`config.mk`:
```
export PLATFORM = sky130hd
export DESIGN_NAME = joint_frame_half_float_decoder
export DESIGN_NICKNAME = d
export VERILOG_FILES = /design/src/sv/jfhd_pkg.sv /design/src/sv/joint_frame_half_float_decoder.sv
export SDC_FILE = /design/constraint.sdc
export NUM_CORES = 1
export LEC_CHECK = 0
export ABC_AREA = 0
export ABC_CLOCK_PERIOD_IN_PS = 9800
export BUFFER_PORTS_ARGS = -buffer_cell sky130_fd_sc_hd__buf_4
export CAP_MARGIN = 40
export CELL_PAD_IN_SITES_DETAIL_PLACEMENT = 0
export CELL_PAD_IN_SITES_GLOBAL_PLACEMENT = 1
export CORE_ASPECT_RATIO = 1.4
export CORE_MARGIN = 8
export CORE_UTILIZATION = 50
export CTS_BUF_LIST = sky130_fd_sc_hd__clkbuf_2
export DETAILED_ROUTE_END_ITERATION = 16
export HOLD_SLACK_MARGIN = 0.05
export PLACE_DENSITY_LB_ADDON = 0.1
export SLEW_MARGIN = 30
export SYNTH_ARGS = -nofsm -noshare
export SYNTH_HDL_FRONTEND = slang
export SYNTH_SLANG_ARGS = --single-unit
```
`constraint.sdc`:
```
create_clock -name clk -period 9.8 [get_ports clk]
set_clock_uncertainty 0.15 [all_clocks]
set_input_delay 1.96 -clock clk [delete_from_list [all_inputs] [get_ports clk]]
set_output_delay 1.96 -clock clk [all_outputs]
set_load 0.03 [all_outputs]
```
`src/sv/jfhd_pkg.sv`:
```
// Shared constants and the binary16 field helpers for the joint frame decoder.
// No dependencies.
`default_nettype none
package jfhd_pkg;
  localparam int JOINTS = 7;
  localparam int JW = (JOINTS > 1) ? $clog2(JOINTS) : 1;
  localparam logic [7:0] BASE_ID_RESET = 8'd21;
  localparam logic OP_FRAME = 1'b0;
  localparam logic OP_PUBLISH = 1'b1;
  localparam logic [4:0] HALF_EXP_MAX = 5'h1F;
  localparam logic [7:0] EXP_BIAS_DIFF = 8'd112;
  localparam logic [7:0] SUB_EXP_BASE = 8'd103;
endpackage
`default_nettype wire

```
`src/sv/joint_frame_half_float_decoder.sv`:
```
// Top level of the joint frame decoder: frame intake, shared half-to-single
// converter, joint stores and publish sequencer. Depends on jfhd_pkg.
`default_nettype none
// Channel   | handshake              | payload
// ----------+------------------------+-------------------------------------------
// command   | start / busy           | operation, frame_id, three halves
// config    | cfg_valid / cfg_ready  | cfg_data (base_id)
// result    | strobe (one cycle)     | joint_number, three singles, last_joint
//
// Sequence: a joint frame keeps busy high through one converter state per half,
// then a write of the joint's stores; a publish keeps busy high while it reads
// all JOINTS joints, one result word per cycle, each word on the ports the cycle
// after it is read. The shared converter sets the frame rate.
// Reset clears the stores to +0.0 and base_id to 21. The receiver cannot stall.
module joint_frame_half_float_decoder (
  input  wire logic        clk,
  input  wire logic        rst,
  input  wire logic        start,
  output logic             busy,
  input  wire logic        operation,
  input  wire logic [7:0]  frame_id,
  input  wire logic [15:0] position_half,
  input  wire logic [15:0] velocity_half,
  input  wire logic [15:0] effort_half,
  input  wire logic        cfg_valid,
  output logic             cfg_ready,
  input  wire logic [7:0]  cfg_data,
  output logic             strobe,
  output logic [3:0]       joint_number,
  output logic [31:0]      position_single,
  output logic [31:0]      velocity_single,
  output logic [31:0]      effort_single,
  output logic             last_joint
);
  import jfhd_pkg::*;

  typedef enum logic [2:0] {S_IDLE, S_POS, S_VEL, S_EFF, S_WRITE, S_PUB} state_t;
  state_t state;

  logic [7:0]  base_id;
  logic [15:0] vel_h, eff_h, pos_h;
  logic [JW-1:0] jsel;
  logic        hit;
  logic [31:0] pos_w, vel_w, eff_w;
  logic [31:0] pos_st [JOINTS];
  logic [31:0] vel_st [JOINTS];
  logic [31:0] eff_st [JOINTS];
  logic [JW-1:0] pidx;

  // shared converter
  logic [15:0] cv_in;
  logic [31:0] cv_out;
  logic [4:0]  cv_ex;
  logic [9:0]  cv_sig;
  logic [3:0]  cv_p;
  logic [9:0]  cv_norm;
  logic        cv_nan;

  logic [8:0]  id_off;
  logic        in_win;

  assign busy = (state != S_IDLE);
  assign cfg_ready = (state == S_IDLE);
  assign id_off = {1'b0, frame_id} - {1'b0, base_id};
  assign in_win = !id_off[8] && (id_off < 9'(JOINTS));

  always_comb begin
    case (state)
      S_VEL:   cv_in = vel_h;
      S_EFF:   cv_in = eff_h;
      default: cv_in = pos_h;
    endcase
    cv_ex = cv_in[14:10];
    cv_sig = cv_in[9:0];
    cv_p = 4'd0;
    for (int k = 0; k < 10; k++) begin
      if (cv_sig[k]) cv_p = 4'(k);
    end
    cv_norm = cv_sig << (4'd10 - cv_p);
    if (cv_ex == 5'd0) begin
      if (cv_sig == 10'd0) cv_out = {cv_in[15], 31'd0};
      else cv_out = {cv_in[15], SUB_EXP_BASE + 8'(cv_p), cv_norm, 13'd0};
    end else if (cv_ex == HALF_EXP_MAX) begin
      cv_out = {cv_in[15], 8'hFF, cv_sig, 13'd0};
    end else begin
      cv_out = {cv_in[15], EXP_BIAS_DIFF + 8'(cv_ex), cv_sig, 13'd0};
    end
    cv_nan = (cv_ex == HALF_EXP_MAX) && (cv_sig != 10'd0);
  end

  always_ff @(posedge clk) begin
    strobe <= 1'b0;
    if (rst) begin
      state <= S_IDLE;
      base_id <= BASE_ID_RESET;
      for (int i = 0; i < JOINTS; i++) begin
        pos_st[i] <= '0;
        vel_st[i] <= '0;
        eff_st[i] <= '0;
      end
      pidx <= '0;
      last_joint <= 1'b0;
    end else begin
      unique case (state)
        S_IDLE: begin
          if (cfg_valid) base_id <= cfg_data;
          if (start) begin
            pidx <= '0;
            if (operation == OP_PUBLISH) state <= S_PUB;
            else begin
              state <= S_POS;
              hit <= in_win;
              jsel <= JW'(id_off);
              pos_h <= position_half;
              vel_h <= velocity_half;
              eff_h <= effort_half;
            end
          end
        end
        S_POS: begin
          pos_w <= cv_nan ? 32'd0 : cv_out;
          state <= S_VEL;
        end
        S_VEL: begin
          vel_w <= cv_out;
          state <= S_EFF;
        end
        S_EFF: begin
          eff_w <= cv_out;
          state <= S_WRITE;
        end
        S_WRITE: begin
          if (hit) begin
            pos_st[jsel] <= pos_w;
            vel_st[jsel] <= vel_w;
            eff_st[jsel] <= eff_w;
          end
          state <= S_IDLE;
        end
        S_PUB: begin
          strobe <= 1'b1;
          joint_number <= 4'(pidx);
          position_single <= pos_st[pidx];
          velocity_single <= vel_st[pidx];
          effort_single <= eff_st[pidx];
          last_joint <= (pidx == JW'(JOINTS - 1));
          if (pidx == JW'(JOINTS - 1)) state <= S_IDLE;
          else pidx <= pidx + 1'b1;
        end
        default: state <= S_IDLE;
      endcase
    end
  end

`ifndef NO_ASSERTIONS
  a_last_ends: assert property (@(posedge clk) disable iff (rst)
    (strobe && last_joint) |-> !busy)
    else $error("last joint word while still publishing");
  a_first_zero: assert property (@(posedge clk) disable iff (rst)
    ($rose(strobe)) |-> (joint_number == 4'd0))
    else $error("publish run did not start at joint zero");
  a_no_cfg_busy: assert property (@(posedge clk) disable iff (rst)
    busy |-> !cfg_ready)
    else $error("config accepted while busy");
`endif
endmodule
`default_nettype wire
```
==> results summary <==
The setup slack of the critical path after layout is around 4.8 ns. For the worst-skew pair, the clock arrives at the later sink with an insertion delay of approximately 1.1 ns. In this run the tightest slew margin relative to its limit is 0.410. The remaining global-route overflow is 0.

The worst hold path belongs to the class flop to flop. CTS saw between 600 and 700 sinks. The type of origin of the critical path is a flop. The cell accounting for the most synthesized area is edfxtp_1.

The average cell area after synthesis came out at approximately 15 µm². The die is ~280 µm tall. For this configuration, the core starts out at a cell density of 0.506. The total number of vias is 15101. The share of the Yosys chip area taken by registers is 0.684. The maximum clock insertion buffer count came out at 3. In this run the standard cell core region covers roughly 50000 µm². The number of port buffers came out at 132. The largest single stage delay on the critical path is 0.65 ns. The clock period could shrink to about 5 ns.

The starting DRC count in detailed routing came out at 1068. The setup slack at placement is a little over 4 ns. The kind of cell with the highest combined delay along the critical path is compound AO/OA/AOI/OAI gates.

The number of primary I/O pins is between 150 and 200. Counting instances in the post-synthesis netlist gives the leading cell types as edfxtp_1 (541), nor2_1 (317), mux4_2 (108), nand2_1 (90), a21oi_1 (84). In this run the remaining antenna-violating nets after routing total 0.

The number of nets in the finished design is 2034. The signal arrival time at the worst endpoint came out at 5.72 ns. The final hold violation count was 0. The cell chosen for the clock root is clkbuf_2. The first-pass GRT wire length came out at 94.7 mm. Dividing total power by cell area gives a power density of around 180 nW/µm².

TritonCTS built the clock tree. Data on the critical path is required at its endpoint by between 10 and 15 ns. The number of maximum-capacitance constraint violations is 0. The total clock buffers created by CTS is 143. The die covers between 50000 and 60000 µm². The count of synthesis-stage warnings from yosys is 0. The number of placement rows came out at between 90 and 100. In the synthesized netlist the dominant register cell turns out to be edfxtp_1.

For the pin with the worst max-slew slack, the measured transition is 0.876 ns. The sum of net half-perimeters after detailed placement came out at roughly 38 mm. Across every metal layer, demand over resource in global routing totals 0.210. The detailed-route wire length per cell is about 23 µm. The clock transition time at the flip-flop clock pins of the worst setup and hold paths came out at approximately 0.11 ns. The top cell type's share of synthesized area is 0.630.

In the final timing run, aggregate negative setup slack is 0 ns. The area of placed instances came out at approximately 27000 µm². The total power of the final layout is 5.09 mW. The fraction of registers with async set/reset is 0. The number of global-route vias before repair came out at about 16000. The number of antenna violations at the first check in global routing came out at 1. The number of buffers inserted by post-CTS setup repair came out at 0. The routed wire length is roughly 62 mm. The number of gates resized after CTS is 0. After clock tree synthesis, the flow added hold-fix buffers numbering 0. The period utilization is 0.511. The weighted congestion reported at the end of routability-driven placement came out at between 0.8 and 0.9. The synthesized instance count is 1741. After routing the design area is approximately 29000 µm².

The pin count of the biggest net entering global routing is 64. Setup repair after global routing left no endpoint under its margin. The via-per-instance ratio is around 5.5. The kind of critical path is flop to flop. The die outline width came out at approximately 210 µm. The core occupancy in the finished layout is 0.566.

Counting stages on the worst path, the most repeated cell is buf_4. In the post-synthesis netlist, the cell with the most instances is edfxtp_1. The post-synthesis to final-layout area growth is 12.0%.

The run finished with clean final reports. The slowest cell on the critical path is ha_1. The synthesized design contains about 610 register bits.

The number of optimization iterations in the first detailed-route pass came out at 5. The worst setup path is captured at a flop. Along the worst path, the maximum fanout reaches 22. The final-report max-slew violation count was 0.

In the final layout, the share of cells above drive strength 1 is 0.310. The number of synthesized flops with an enable pin came out at about 540. The netlist area before placement is approximately 26000 µm².

For this design the static power due to leakage is 10.4 nW. Setup violations remaining at the end of the flow were counted as 0. The number of remaining DRC errors came out at 0. The peak supply drop is ~0.0001 V. By area the synthesized netlist is led by edfxtp_1 (63%), mux4_2 (9.4%), dfxtp_1 (5.4%). The highest attainable clock frequency is 0.200 GHz. The CTS H-tree depth came out at 4. The critical path goes through nor2b_2, buf_4, mux2i_1, buf_4, o21a_2, and2_4, o21ai_2, ha_1, inv_1, a2111oi_0, a41o_1, o32ai_1, o22ai_1, a21oi_1.

After synthesis, the netlist uses 83 different library cells. The sum of buffers and inverters on the critical path is 3.
==> registers in the layout (all words and copies together), names as in the netlist, 8 cells and up <==
register / cells
eff_h: 16
eff_st: 144
eff_w: 18
base_id: 8
pos_h: 16
pos_w: 18
effort_single: 18
vel_st: 144
pos_st: 144
vel_h: 16
velocity_single: 18
vel_w: 18
position_single: 18
==> power breakdown <==
| group | switching, mW | internal, mW | total, mW |
|---|---|---|---|
| clock | 0.982 | 0.763 | 1.74 |
| sequential | 0.0332 | 2.91 | 2.94 |
| combinational | 0.259 | 0.149 | 0.408 |
| total | 1.27 | 3.82 | 5.09 |
==> cells by family after synthesis <==
logic type | after synthesis | share of synthesized area
AO/OA/AOI/OAI | 158 | 0.0387
XOR/XNOR | 6 | 0.00204
adder cells (fa/ha/maj) | 13 | 0.00660
buffers and inverters | 213 | 0.0401
flip-flops | 611 | 0.684
multiplexers | 199 | 0.135
other | 1 | 0.000145
AND/OR/NAND/NOR | 540 | 0.0936
==> path summary, 6_finish.rpt <==
kind,start,endpoint,slack [ns],cells past startpoint
max,state[1],pos_w[22],4.79,14
min,base_id[3],base_id[3],0.31,2
max reg2reg,state[1],pos_w[22],4.79,14
min reg2reg,base_id[3],base_id[3],0.31,2
==> tightest hold or removal path, stage by stage, from the launching register on <==
cell and delay, ns:
dfxtp_1 0.32, nand2_1 0.05, a21oi_1 0.05
==> per-layer routing <==
| metal | vias to the layer above | global-route usage | wire [µm] |
|---|---|---|---|
| met5 | - | 0 | 0 |
| met4 | 0 | 0.0848 | 1590 |
| met3 | 113 | 0.0377 | 3240 |
| met2 | 536 | 0.384 | 33000 |
| met1 | 7606 | 0.242 | 24100 |
| li1 | 6846 | - | - |
==> cells in the final DEF (no fill, tap or decap), types with 6 or more instances in the layout <==
cell / Yosys / routed
a211oi_1: 7 / 7
a21oi_1: 84 / 83
and2_1: 56 / 56
buf_12: 1 / 6
buf_4: 44 / 161
bufinv_16: 0 / 6
clkbuf_2: 0 / 224
clkinv_1: 0 / 28
conb_1: 1 / 40
dfxtp_1: 70 / 67
edfxtp_1: 541 / 541
ha_1: 12 / 12
inv_1: 71 / 71
mux2_2: 73 / 73
mux2i_1: 11 / 11
mux4_2: 108 / 108
nand2_1: 90 / 89
nor2_1: 317 / 316
nor2b_1: 7 / 7
nor3_1: 15 / 12
o21ai_0: 13 / 11
o22ai_1: 7 / 7
==> area by class of cell <==
class                           count  area, µm²
Clock inverter                     42        323
Inverter                           71        267
Timing Repair Buffer              169       1350
Tap cell                          650        813
Fill cell                        4248      22100
Antenna cell                        1       2.50
Multi-Input combinational cell    956       7360
Sequential cell                   611      17700
Clock buffer                      224       1120
==> metrics by stage <==
step	instances	hold WS, ns
finish	2724	0.314
floorplan	1780	0.285
detailed placement	2455	0.302
global route	2724	0.350
global placement	2449	0.297
CTS	2721	0.315
Note: power is estimated with default switching activity, not from simulation.
